==> src/rtl/gfs_pkg.sv <==
// Shared types, constants and helpers for the Gaussian FIR smoother.
package gfs_pkg;

    localparam int TAPS       = 5;
    localparam int LEFT_REACH = TAPS / 2;
    localparam int RIGHT      = TAPS - 1 - LEFT_REACH;
    localparam int FLUSH_W    = (RIGHT > 0) ? $clog2(RIGHT + 1) : 1;

    localparam int NCOEF      = 8;
    localparam int NCOEF_W    = $clog2(NCOEF);
    localparam int PADDR_W    = $clog2(NCOEF * 4);
    localparam int PDATA_W    = 32;

    localparam int SAMP_W     = 16;
    localparam int COEF_W     = 16;
    localparam int FILL_W     = 5;
    localparam int PROD_W     = SAMP_W + COEF_W;
    localparam int MULT_W     = PROD_W + 1;
    localparam int LEVELS     = (TAPS > 1) ? $clog2(TAPS) : 1;
    localparam int NLEAF      = 1 << LEVELS;
    localparam int ACC_W      = PROD_W + LEVELS + 1;
    localparam int FRAC       = 14;

    localparam logic signed [ACC_W-1:0] ROUND   = ACC_W'(1 << (FRAC - 1));
    localparam logic signed [ACC_W-1:0] SAT_MAX = ACC_W'((1 << (SAMP_W - 1)) - 1);
    localparam logic signed [ACC_W-1:0] SAT_MIN = ~SAT_MAX;

    localparam logic [COEF_W-1:0] COEF_RESET [NCOEF] = '{
        16'd6536, 16'd3964, 16'd885, 16'd0, 16'd0, 16'd0, 16'd0, 16'd0
    };

    typedef struct packed {
        logic signed [SAMP_W-1:0] sample;
        logic                     end_of_vector;
    } t_in_item;

    typedef struct packed {
        logic signed [SAMP_W-1:0] smoothed;
        logic                     clipped;
        logic                     final_result;
    } t_out_item;

    typedef struct packed {
        logic shift;
        logic fill;
        logic prod_en;
    } t_cell_ctrl;

    // Coefficient slot used by window tap j; even kernels pair the two middle taps.
    function automatic logic [NCOEF_W-1:0] tap_distance(input int j);
        int d;
        begin
            if (j < LEFT_REACH) begin
                d = LEFT_REACH - j - (((TAPS % 2) == 1) ? 0 : 1);
            end else begin
                d = j - LEFT_REACH;
            end
            return NCOEF_W'(d);
        end
    endfunction

endpackage

==> src/rtl/gfs_cell.sv <==
// One window tap: holds a sample, passes it to its neighbor, registers its weighted product.
module gfs_cell (
    input  logic                                 i_clk,
    input  gfs_pkg::t_cell_ctrl                  i_ctrl,
    input  logic signed [gfs_pkg::SAMP_W-1:0]    i_next,
    input  logic signed [gfs_pkg::SAMP_W-1:0]    i_fill_val,
    input  logic        [gfs_pkg::COEF_W-1:0]    i_coef,
    output logic signed [gfs_pkg::SAMP_W-1:0]    o_samp,
    output logic signed [gfs_pkg::PROD_W-1:0]    o_prod
);

    logic signed [gfs_pkg::SAMP_W-1:0] r_samp;
    logic signed [gfs_pkg::PROD_W-1:0] r_prod;
    logic signed [gfs_pkg::MULT_W-1:0] w_mult;

    assign w_mult = $signed({1'b0, i_coef}) * r_samp;

    always_ff @(posedge i_clk) begin
        if (i_ctrl.fill) begin
            r_samp <= i_fill_val;
        end else if (i_ctrl.shift) begin
            r_samp <= i_next;
        end
        if (i_ctrl.prod_en) begin
            r_prod <= w_mult[gfs_pkg::PROD_W-1:0];
        end
    end

    assign o_samp = r_samp;
    assign o_prod = r_prod;

endmodule

==> src/rtl/gfs_adder_tree.sv <==
// Registered binary adder tree over the tap products, then round, shift and saturate.
module gfs_adder_tree (
    input  logic                                 i_clk,
    input  logic                                 i_rst_n,
    input  logic                                 i_valid,
    input  logic                                 i_final,
    output logic                                 o_ready,
    input  logic signed [gfs_pkg::PROD_W-1:0]    i_prod [gfs_pkg::TAPS],
    output logic                                 o_valid,
    output gfs_pkg::t_out_item                   o_item,
    input  logic                                 i_ready
);

    localparam int NLEAF  = gfs_pkg::NLEAF;
    localparam int LEVELS = gfs_pkg::LEVELS;
    localparam int ACC_W  = gfs_pkg::ACC_W;

    logic signed [ACC_W-1:0] r_node [1:NLEAF-1];
    logic signed [ACC_W-1:0] w_val  [1:2*NLEAF-1];
    logic                    r_v    [1:LEVELS];
    logic                    r_f    [1:LEVELS];
    logic                    w_en   [1:LEVELS+1];

    logic                    r_ov;
    gfs_pkg::t_out_item      r_out;
    logic signed [ACC_W-1:0] w_rnd;
    logic signed [ACC_W-1:0] w_q;
    gfs_pkg::t_out_item      w_out;

    genvar g, m;
    generate
        for (g = 0; g < NLEAF; g++) begin : g_leaf
            if (g < gfs_pkg::TAPS) begin : g_used
                assign w_val[NLEAF+g] = ACC_W'(i_prod[g]);
            end else begin : g_pad
                assign w_val[NLEAF+g] = '0;
            end
        end
        for (g = 1; g < NLEAF; g++) begin : g_inner
            assign w_val[g] = r_node[g];
        end
        for (g = 1; g <= LEVELS; g++) begin : g_level
            for (m = 0; m < (NLEAF >> g); m++) begin : g_node
                always_ff @(posedge i_clk) begin
                    if (w_en[g]) begin
                        r_node[(NLEAF >> g) + m] <= w_val[2*((NLEAF >> g) + m)]
                                                  + w_val[2*((NLEAF >> g) + m) + 1];
                    end
                end
            end
            assign w_en[g] = !r_v[g] || w_en[g+1];
            if (g == 1) begin : g_head
                always_ff @(posedge i_clk) begin
                    if (!i_rst_n) begin
                        r_v[g] <= 1'b0;
                        r_f[g] <= 1'b0;
                    end else if (w_en[g]) begin
                        r_v[g] <= i_valid;
                        r_f[g] <= i_final;
                    end
                end
            end else begin : g_body
                always_ff @(posedge i_clk) begin
                    if (!i_rst_n) begin
                        r_v[g] <= 1'b0;
                        r_f[g] <= 1'b0;
                    end else if (w_en[g]) begin
                        r_v[g] <= r_v[g-1];
                        r_f[g] <= r_f[g-1];
                    end
                end
            end
        end
    endgenerate

    assign w_en[LEVELS+1] = !r_ov || i_ready;
    assign o_ready        = w_en[1];

    // Round half up, then floor shift keeps the sign.
    always_comb begin
        w_rnd = r_node[1] + gfs_pkg::ROUND;
        w_q   = w_rnd >>> gfs_pkg::FRAC;
        w_out.final_result = r_f[LEVELS];
        if (w_q > gfs_pkg::SAT_MAX) begin
            w_out.smoothed = gfs_pkg::SAT_MAX[gfs_pkg::SAMP_W-1:0];
            w_out.clipped  = 1'b1;
        end else if (w_q < gfs_pkg::SAT_MIN) begin
            w_out.smoothed = gfs_pkg::SAT_MIN[gfs_pkg::SAMP_W-1:0];
            w_out.clipped  = 1'b1;
        end else begin
            w_out.smoothed = w_q[gfs_pkg::SAMP_W-1:0];
            w_out.clipped  = 1'b0;
        end
    end

    always_ff @(posedge i_clk) begin
        if (!i_rst_n) begin
            r_ov <= 1'b0;
        end else if (w_en[LEVELS+1]) begin
            r_ov <= r_v[LEVELS];
        end
    end

    always_ff @(posedge i_clk) begin
        if (w_en[LEVELS+1]) begin
            r_out <= w_out;
        end
    end

    assign o_valid = r_ov;
    assign o_item  = r_out;

endmodule

==> src/rtl/gaussian_fir_smoother_edge_replicate_core.sv <==
// Top level: APB coefficients, edge-replicating sample sequencer, tap chain and adder tree.
//
// Streams signed 16-bit samples through a symmetric TAPS-tap smoothing kernel.
// Input channel: i_in_valid / o_in_ready carrying i_in_data (sample, end_of_vector).
// Output channel: o_out_valid / i_out_ready carrying o_out_data (smoothed,
// clipped, final_result). Each vector yields exactly one output per sample.
// The first sample of a vector fills the whole window; outputs begin once
// RIGHT = TAPS-1-TAPS/2 samples follow it. The request carrying end_of_vector
// starts a flush of RIGHT extra pushes of the last sample, one a cycle while the
// pipeline is not stalled; o_in_ready is low during the flush, and the last
// output carries final_result. A push that forms a result passes through the
// window register, the tap product registers, one register per adder tree
// level and the round/saturate register. Throughput: one sample per cycle while
// the receiver does not stall, plus a flush of RIGHT pushes per vector.
// A stalled receiver backs the pipeline up stage by stage; bubbles collapse
// before input is held off. Reset clears the pipeline and vector state and
// loads the default coefficients. Coefficients are written over APB; the user
// must do so only while idle, unenforced by the block. coef_d lives at byte address 4*d.
module gaussian_fir_smoother_edge_replicate_core (
    input  logic                              i_clk,
    input  logic                              i_rst_n,
    input  logic                              i_in_valid,
    output logic                              o_in_ready,
    input  gfs_pkg::t_in_item                 i_in_data,
    output logic                              o_out_valid,
    input  logic                              i_out_ready,
    output gfs_pkg::t_out_item                o_out_data,
    input  logic                              psel,
    input  logic                              penable,
    input  logic                              pwrite,
    input  logic [gfs_pkg::PADDR_W-1:0]       paddr,
    input  logic [gfs_pkg::PDATA_W-1:0]       pwdata,
    output logic [gfs_pkg::PDATA_W-1:0]       prdata,
    output logic                              pready
);

    localparam int TAPS = gfs_pkg::TAPS;

    logic [gfs_pkg::COEF_W-1:0]  r_coef [gfs_pkg::NCOEF];
    logic [gfs_pkg::NCOEF_W-1:0] w_idx;

    logic                        r_in_vec;
    logic [gfs_pkg::FILL_W-1:0]  r_fill;
    logic [gfs_pkg::FLUSH_W-1:0] r_flush;
    logic                        r_wv;
    logic                        r_wf;
    logic                        r_pv;
    logic                        r_pf;

    logic                        w_front_ok;
    logic                        w_acc;
    logic                        w_fl_fire;
    logic                        w_fire;
    logic                        w_start;
    logic [gfs_pkg::FILL_W-1:0]  w_fill_step;
    logic                        w_emit;
    logic                        w_final;
    logic                        w_en_p;
    logic                        w_tree_ready;
    logic signed [gfs_pkg::SAMP_W-1:0] w_push;
    gfs_pkg::t_cell_ctrl         w_ctrl;

    logic signed [gfs_pkg::SAMP_W-1:0] w_samp [TAPS];
    logic signed [gfs_pkg::PROD_W-1:0] w_prod [TAPS];

    // Configuration port
    assign pready = 1'b1;
    assign w_idx  = paddr[gfs_pkg::PADDR_W-1:2];
    assign prdata = gfs_pkg::PDATA_W'(r_coef[w_idx]);

    always_ff @(posedge i_clk) begin
        if (!i_rst_n) begin
            r_coef <= gfs_pkg::COEF_RESET;
        end else if (psel && penable && pwrite) begin
            r_coef[w_idx] <= pwdata[gfs_pkg::COEF_W-1:0];
        end
    end

    // Front sequencer: one window push per cycle unless stalled, from input or from the flush
    assign w_front_ok = !r_wv || w_en_p;
    assign o_in_ready = (r_flush == '0) && w_front_ok;
    assign w_acc      = i_in_valid && o_in_ready;
    assign w_fl_fire  = (r_flush != '0) && w_front_ok;
    assign w_fire     = w_acc || w_fl_fire;
    assign w_start    = w_acc && !r_in_vec;
    assign w_push     = w_fl_fire ? w_samp[TAPS-1] : i_in_data.sample;

    always_comb begin
        if (w_start) begin
            w_fill_step = '0;
        end else if (r_fill == '1) begin
            w_fill_step = r_fill;
        end else begin
            w_fill_step = r_fill + 1'b1;
        end
        w_emit  = w_fire && (w_fill_step >= gfs_pkg::FILL_W'(gfs_pkg::RIGHT));
        w_final = (w_fl_fire && (r_flush == gfs_pkg::FLUSH_W'(1)))
               || (w_acc && i_in_data.end_of_vector && (gfs_pkg::RIGHT == 0));
    end

    always_ff @(posedge i_clk) begin
        if (!i_rst_n) begin
            r_in_vec <= 1'b0;
            r_fill   <= '0;
            r_flush  <= '0;
        end else if (w_fire) begin
            if (w_final) begin
                r_in_vec <= 1'b0;
                r_fill   <= '0;
                r_flush  <= '0;
            end else begin
                r_in_vec <= 1'b1;
                r_fill   <= w_fill_step;
                if (w_acc && i_in_data.end_of_vector) begin
                    r_flush <= gfs_pkg::FLUSH_W'(gfs_pkg::RIGHT);
                end else if (w_fl_fire) begin
                    r_flush <= r_flush - 1'b1;
                end
            end
        end
    end

    // Window stage holds an emit request until the products take it
    always_ff @(posedge i_clk) begin
        if (!i_rst_n) begin
            r_wv <= 1'b0;
            r_wf <= 1'b0;
            r_pv <= 1'b0;
            r_pf <= 1'b0;
        end else begin
            if (w_fire) begin
                r_wv <= w_emit;
                r_wf <= w_final;
            end else if (w_en_p) begin
                r_wv <= 1'b0;
            end
            if (w_en_p) begin
                r_pv <= r_wv;
                r_pf <= r_wf;
            end
        end
    end

    assign w_en_p = !r_pv || w_tree_ready;

    assign w_ctrl.shift   = w_fire && !w_start;
    assign w_ctrl.fill    = w_start;
    assign w_ctrl.prod_en = w_en_p;

    genvar g;
    generate
        for (g = 0; g < TAPS; g++) begin : g_tap
            logic signed [gfs_pkg::SAMP_W-1:0] w_next;
            if (g == TAPS - 1) begin : g_tail
                assign w_next = w_push;
            end else begin : g_mid
                assign w_next = w_samp[g+1];
            end
            gfs_cell u_cell (
                .i_clk      (i_clk),
                .i_ctrl     (w_ctrl),
                .i_next     (w_next),
                .i_fill_val (i_in_data.sample),
                .i_coef     (r_coef[gfs_pkg::tap_distance(g)]),
                .o_samp     (w_samp[g]),
                .o_prod     (w_prod[g])
            );
        end
    endgenerate

    gfs_adder_tree u_tree (
        .i_clk   (i_clk),
        .i_rst_n (i_rst_n),
        .i_valid (r_pv),
        .i_final (r_pf),
        .o_ready (w_tree_ready),
        .i_prod  (w_prod),
        .o_valid (o_out_valid),
        .o_item  (o_out_data),
        .i_ready (i_out_ready)
    );

`ifndef ASSERT_OFF
    a_flush_blocks_input: assert property (@(posedge i_clk) disable iff (!i_rst_n)
        (r_flush != '0) |-> !o_in_ready)
        else $error("input accepted during end-of-vector flush");

    a_window_holds: assert property (@(posedge i_clk) disable iff (!i_rst_n)
        (r_wv && !w_en_p) |=> $stable(w_samp[TAPS-1]) && r_wv)
        else $error("window changed while its emit request was stalled");

    a_final_closes: assert property (@(posedge i_clk) disable iff (!i_rst_n)
        (w_fire && w_final) |=> (!r_in_vec && (r_flush == '0) && r_wf && r_wv))
        else $error("final result did not close the vector");
`endif

endmodule
==> config.mk <==
export PLATFORM = sky130hd
export DESIGN_NAME = gaussian_fir_smoother_edge_replicate_core
export DESIGN_NICKNAME = d
export VERILOG_FILES = /design/src/rtl/gfs_pkg.sv /design/src/rtl/gfs_cell.sv /design/src/rtl/gfs_adder_tree.sv /design/src/rtl/gaussian_fir_smoother_edge_replicate_core.sv
export SDC_FILE = /design/constraint.sdc
export NUM_CORES = 2
export LEC_CHECK = 0
export ABC_CLOCK_PERIOD_IN_PS = 8000
export BUFFER_PORTS_ARGS = -buffer_cell sky130_fd_sc_hd__buf_4
export CAP_MARGIN = 20
export CORE_ASPECT_RATIO = 0.7
export CORE_MARGIN = 10
export CORE_UTILIZATION = 33
export DETAILED_ROUTE_END_ITERATION = 8
export GPL_ROUTABILITY_DRIVEN = 0
export HOLD_SLACK_MARGIN = 0.12
export PLACE_DENSITY_LB_ADDON = 0.05
export SYNTH_ARGS = -nofsm -noshare
export SYNTH_HDL_FRONTEND = slang
export SYNTH_SLANG_ARGS = --single-unit
==> constraint.sdc <==
create_clock -name i_clk -period 8 [get_ports i_clk]
set_input_delay 0.8 -clock i_clk [delete_from_list [all_inputs] [get_ports i_clk]]
set_output_delay 0.8 -clock i_clk [all_outputs]
set_load 0.005 [all_outputs]
* Yosys cells after proc, flatten, opt, wreduce, memory -nomap -nowiden
Memories as Yosys holds them, arrays and structs flattened. A register that Yosys moved wholly into a read port is not among the register bits.
Cells that the tools add are included.
** Word-level totals
- Register bits :: 398
- RAM bits :: 258
- Input bits :: 61
- Word-level logic and storage cells :: 138
- Memories kept :: 3
** Memory list
- u_tree.r_node :: depth 7, bits a word 36, rd ports 7, clocked after Yosys merged registers in 0, wr ports 7, RTL line gfs_adder_tree.sv:18 : logic signed [ACC_W-1:0] r_node [1:NLEAF-1];
- u_tree.r_f :: depth 3, bits a word 1, rd ports 3, clocked after Yosys merged registers in 1, wr ports 3, RTL line gfs_adder_tree.sv:21 : logic r_f [1:LEVELS];
- u_tree.r_v :: depth 3, bits a word 1, rd ports 3, clocked after Yosys merged registers in 0, wr ports 3, RTL line gfs_adder_tree.sv:20 : logic r_v [1:LEVELS];
** Cells by class
- Add/subtract/negate cells :: 8
- $mul :: 5
- Magnitude comparators :: 5
- Eq/ne operators :: 3
- Muxes and demuxes :: 46
- Bitwise logic cells :: 7
- Reductions and logical operators :: 33
** Operators with widths (count)
- $mux 16 :: 14
- $mul 17x16->32 :: 5
- $bwmux 128 :: 1
- $add 36x36->36 :: 3
- $add 32x32->33 :: 2
- $bmux 16 s3 :: 1
- $demux 16 s3 :: 1
- $add 36x15->36 const B :: 1
- $gt 22x16->1 const B :: 1
- $lt 22x16->1 const B :: 1
- $mux 1 :: 22
- $mux 17 :: 1
- $mux 5 :: 3
- $logic_and 1x1->1 :: 11
- $logic_not 1->1 :: 8
- $logic_or 1x1->1 :: 7
- $mux 2 :: 3
- $or 1x1->1 :: 6
- $reduce_bool 2->1 :: 3
- $add 5x1->5 const B :: 1
- $eq 5x5->1 const B :: 1
- $ge 5x2->1 const B :: 1
- $ge 4x4->1 const B :: 1
- $lt 4x1->1 const B :: 1
- 7 further kinds :: 8

* Logic depth before layout (Yosys ltp)
- Depth in word-level cells :: 14
- Mapped depth :: 24
- Mapped depth without buffers :: 22

* Modules after synthesis
From an unflattened synthesis, not the netlist that was laid out.
** Unflattened totals
- Cells, all modules :: 7333
- Area total of the unflattened synthesis :: 72153.0 sq um
** By module, submodules not included
- gfs_cell at g_tap[1].u_cell ... :: times used 2, cells an instance 1077, area each 10428.8 sq um, sequential area each 1441.4 sq um
- gfs_adder_tree :: times used 1, cells an instance 1106, area each 12906.1 sq um, sequential area each 6416.2 sq um
- gfs_cell at g_tap[3].u_cell :: times used 1, cells an instance 1104, area each 10580.1 sq um, sequential area each 1441.4 sq um
- gfs_cell at g_tap[0].u_cell :: times used 1, cells an instance 1084, area each 10477.5 sq um, sequential area each 1441.4 sq um
- gfs_cell at g_tap[4].u_cell :: times used 1, cells an instance 1072, area each 10373.7 sq um, sequential area each 1441.4 sq um
- gaussian_fir_smoother_edge_replicate_core :: times used 1, cells an instance 813, area each 6957.9 sq um, sequential area each 2802.7 sq um

* Least setup slack after synthesis
Ideal clock, no wire load.
- Path type :: flip-flop to flip-flop
- Start point :: reg r_coef[93] in the netlist's numbering
- End point :: reg g_tap[4].u_cell.r_prod (netlist bit g_tap[4].u_cell.o_prod[31]), data pin
- Arrival time :: 5.945 ns
- Required time :: 7.740 ns
- Setup slack :: 1.795 ns
- Stages on the path, launching flop included :: 23
- Cell sequence :: dfxtp_1 > clkbuf_1 > clkbuf_1 > nand2_1 > fa_1 > fa_1 > fa_1 > inv_1 > fa_1 > fa_1 > inv_1 > fa_1 > inv_1 > ha_1 > a21o_1 > a21o_1 > a21oi_2 > a2bb2oi_2 > a31oi_1 > a221o_1 > a221o_1 > a21oi_2 > xnor2_1
** Between the ends
- Word-level cells in the longest chain between the ends :: 1
** RTL lines
- from (decl) :: RTL line gaussian_fir_smoother_edge_replicate_core.sv:39 : logic [gfs_pkg::COEF_W-1:0] r_coef [gfs_pkg::NCOEF];
- from (signal assigned) :: RTL line gaussian_fir_smoother_edge_replicate_core.sv:73 : r_coef <= gfs_pkg::COEF_RESET;
- from (signal, indexed assignment) :: RTL line gaussian_fir_smoother_edge_replicate_core.sv:75 : r_coef[w_idx] <= pwdata[gfs_pkg::COEF_W-1:0];
- $mul 17x16->32 :: RTL line gfs_cell.sv:16 : assign w_mult = $signed({1'b0, i_coef}) * r_samp;
- via g_tap[4].u_cell.w_mult (one bit) :: RTL line gfs_cell.sv:14 : logic signed [gfs_pkg::MULT_W-1:0] w_mult;
- to (signal assigned) :: RTL line gfs_cell.sv:25 : r_prod <= w_mult[gfs_pkg::PROD_W-1:0];
- to (decl) :: RTL line gfs_cell.sv:13 : logic signed [gfs_pkg::PROD_W-1:0] r_prod;
The timed path passes the listed nets, and every way through them passes these cells.
A chain may end at the register's enable or synchronous reset.

* Worst setup path after layout
- Start point :: reg g_tap[2].u_cell.r_samp (netlist bit g_tap[2].u_cell.o_samp[1])
- End point :: reg g_tap[2].u_cell.r_prod (netlist bit g_tap[2].u_cell.o_prod[29]), data pin
** Between the ends
- Word-level cells in the longest chain between the ends :: 1
** RTL lines
- from (decl) :: RTL line gfs_cell.sv:12 : logic signed [gfs_pkg::SAMP_W-1:0] r_samp;
- from (signal assigned) :: RTL line gfs_cell.sv:20 : r_samp <= i_fill_val;
- from (signal assigned) :: RTL line gfs_cell.sv:22 : r_samp <= i_next;
- $mul 17x16->32 :: RTL line gfs_cell.sv:16
- via g_tap[2].u_cell.w_mult (one bit) :: RTL line gfs_cell.sv:14
- to (signal assigned) :: RTL line gfs_cell.sv:25
- to (decl) :: RTL line gfs_cell.sv:13
The timed path passes the listed nets, and every way through them passes these cells.

==> metrics <==
Clk Latency, worst-skew pair=690 ps; EDFF count, synth=453; critical path cell sequence=nand2_1 > fa_1 > fa_1 > fa_1 > inv_1 > fa_1 > fa_1 > inv_1 > fa_1 > inv_1 > ha_1 > and3_1 > o21ai_0 > o21ai_0 > a21oi_1 > o41ai_1 > nor2_1 > a21oi_1 > xor2_1 > buf_4; first-pass GRT wire length=341 mm; root buffer cell=clkbuf_16; DP Cell Count=10000; max incr delay on CP=890 ps; final setup fails=0; Peak Freq=135 MHz; Worst Clk Skew=~32 ps; DRC=0; Post-Synth Adder-Cell Area=40.5%; WL/cell=between 20 and 25 um; Hold Path Class=input pin to register; Setup TNS Final=0 ps; CP required=8450 ps; # H-tree levels=3; Initial Utilization=33.3%; largest net degree at the start of global routing=134; post-synthesis mux area share=0.0605%; Setup crit end kind=register; synthesized area=0.0704 mm^2; register bit total from synthesis=between 500 and 600; register area=0.0164 mm^2; Ports=114; Final Hold Fails=0; Crit path buffers/inverters=4; via count of the first global-routing pass=slightly above 50000; status=completed; CTS tree=yes; worst r2r src=g_tap[2].u_cell.o_samp[1]; Final nets=slightly above 9000; Chip Height=406 um; Max-slew headroom=26.7%; Synth area leaders=fa_1 (28%), edfxtp_1 (19%), ha_1 (13%), inv_1 (6.8%), nand2_1 (6.0%); layout cells sized above 1=5.73%; die area=~0.23 mm^2; Compound-Gate Fraction of Synth Area=about 8.8%; Post-CTS Setup Bufs=0; Clock Sinks=594; Simple-Gate Fraction of Synth Area=between 15 and 20%; CTS max path bufs=3; Layout Cells excl Fill=10200; Routed Antenna Nets=0; grt ovf=0; Worst Path Arrival=about 7800 ps; synth-to-layout area growth=9.46%; CP Launch Type=register; Cells after Synth=7317; Detailed Route WL=226 mm; CTS Hold Bufs=0; Synth Area in XOR/XNOR=3.24%; post_cts resized=0; fin. max-slew vios=0; worst min-delay path startpoint=i_in_data[16]; area of the core=0.212 mm^2; cell with the most instances after synthesis=inv_1; DPL Wire Length=183 mm; dominant synthesized flop cell=edfxtp_1; critical path class=register to register; part of the Yosys area used for sequential elements=23.3%; worst slew pin tran=1090 ps; Synth Warn #=0; DRT iter0 DRCs=3803; input/output buffers=78; largest family of logic cells by synthesized area=adder cells; CP Launch Point=g_tap[2].u_cell.o_samp[1]; Tmin final=7390 ps; initial antenna violation count=17; DR vias/cell=4.86; Global Route Usage Sum=between 10% and 20%; Die X=~570 um; maxcap violations=0; Clk pin slew, worst setup/hold paths=80 ps; fin crit share=92.4%; Filler cells=between 20000 and 25000; row count=141; syn_area_per_cell=9.62 um^2; synth unique cells=96; Yosys top cell area share=between 20% and 30%; post-synth top area cell=fa_1; most frequent cell on the critical path=fa_1; CP top delay family=adder cells; RSZ-0062 raised after global routing=no; Post-synth top cells=inv_1 (1274), nand2_1 (1130), fa_1 (973); Crit-path slowest cell=edfxtp_1; Vias=49500; area of the multi-input gates=0.0479 mm^2; CTS Buf Count=71; asr flop ratio synth=0%; CP Max Fanout=14; DRT Pass-1 Iters=6
[final timing paths]
kind	endpoint	slack, ps	depth (start not counted)
worst max-delay path	g_tap[2].u_cell.o_prod[29]	610	20
worst min-delay path	g_tap[4].u_cell.o_samp[15]	300	1
worst max register to register	g_tap[2].u_cell.o_prod[29]	610	20
worst min register to register	u_tree.r_node[6][15]	410	0
[sequential cells by signal, summed over array words and instances (netlist names)]
| register | count |
|---|---|
| r_pv | 1 |
| u_tree.r_node | 189 |
| r_flush | 2 |
| g_tap.u_cell.o_samp | 80 |
| r_in_vec | 1 |
| u_tree.o_item | 18 |
| r_wv | 1 |
| u_tree.o_valid | 1 |
| r_coef | 128 |
| g_tap.u_cell.o_prod | 160 |
| r_fill | 5 |
| r_wf | 1 |
| u_tree.r_v | 3 |
| u_tree.r_f | 3 |
| r_pf | 1 |
[worst reg2reg max path, stage by stage (launching register included)]
cell	delay, ps
edfxtp_1	890
nand2_1	190
fa_1	540
fa_1	530
fa_1	520
inv_1	60
fa_1	520
fa_1	520
inv_1	60
fa_1	500
inv_1	70
ha_1	380
and3_1	240
o21ai_0	90
o21ai_0	770
a21oi_1	190
o41ai_1	550
nor2_1	130
a21oi_1	190
xor2_1	90
buf_4	140
[kinds of logic after synthesis]
group,after synthesis
flops,594
compound gates,910
simple gates,2256
other cells,2
fa+ha+maj,1693
xor+xnor,260
mux,4
buf+inv,1598
[routing by layer]
metal,vias to the layer above,GRT usage (%),routed length [um]
li1,23200,-,-
met1,24900,30.9,118000
met2,1173,26.9,88500
met3,165,4.26,15000
met4,4,3.71,4380
met5,-,0,63
[layout by cell type, fill, tap and decap left out, types with 12 or more instances in the layout]
cell / n
inv_1: 1272
nand2_1: 1128
fa_1: 973
ha_1: 720
and2_1: 601
edfxtp_1: 453
buf_4: 236
a21oi_1: 217
nor2_1: 195
xnor2_1: 186
dfxtp_1: 138
o21ai_0: 124
a21o_1: 113
a21boi_0: 112
nand3_1: 74
xor2_1: 74
clkbuf_16: 71
a22oi_1: 69
nand2b_1: 59
o21a_1: 40
and3_1: 38
nand4_1: 38
nor2b_1: 35
a211oi_1: 35
o21bai_1: 32
nor3_1: 26
conb_1: 17
a31oi_1: 14
o211ai_1: 13
clkinv_1: 12
[metrics by stage]
stage	setup slack (ps)	utilization [%]	area, um^2	hold WS [ps]
after floorplan	1800	-	70400	400
after global placement	713	35.2	74500	404
after detailed placement	639	35.2	74500	405
after CTS	632	36.4	77000	245
after global routing	77.5	36.4	77000	262
final	606	36.4	77000	298
[cell type report]
cell class | count | share of cell area [%]
Inverter | 1274 | 6.22
Timing Repair Buffer | 241 | 2.43
Tap cell | 2788 | 4.53
Multi-Input combinational cell | 5140 | 62.2
Antenna cell | 10 | 0.0325
Clock buffer | 84 | 2.46
Clock inverter | 47 | 0.790
Sequential cell | 594 | 21.3
Power is not shown: default switching activity piles up to over one toggle a cycle in this logic, so the estimate is an artifact.
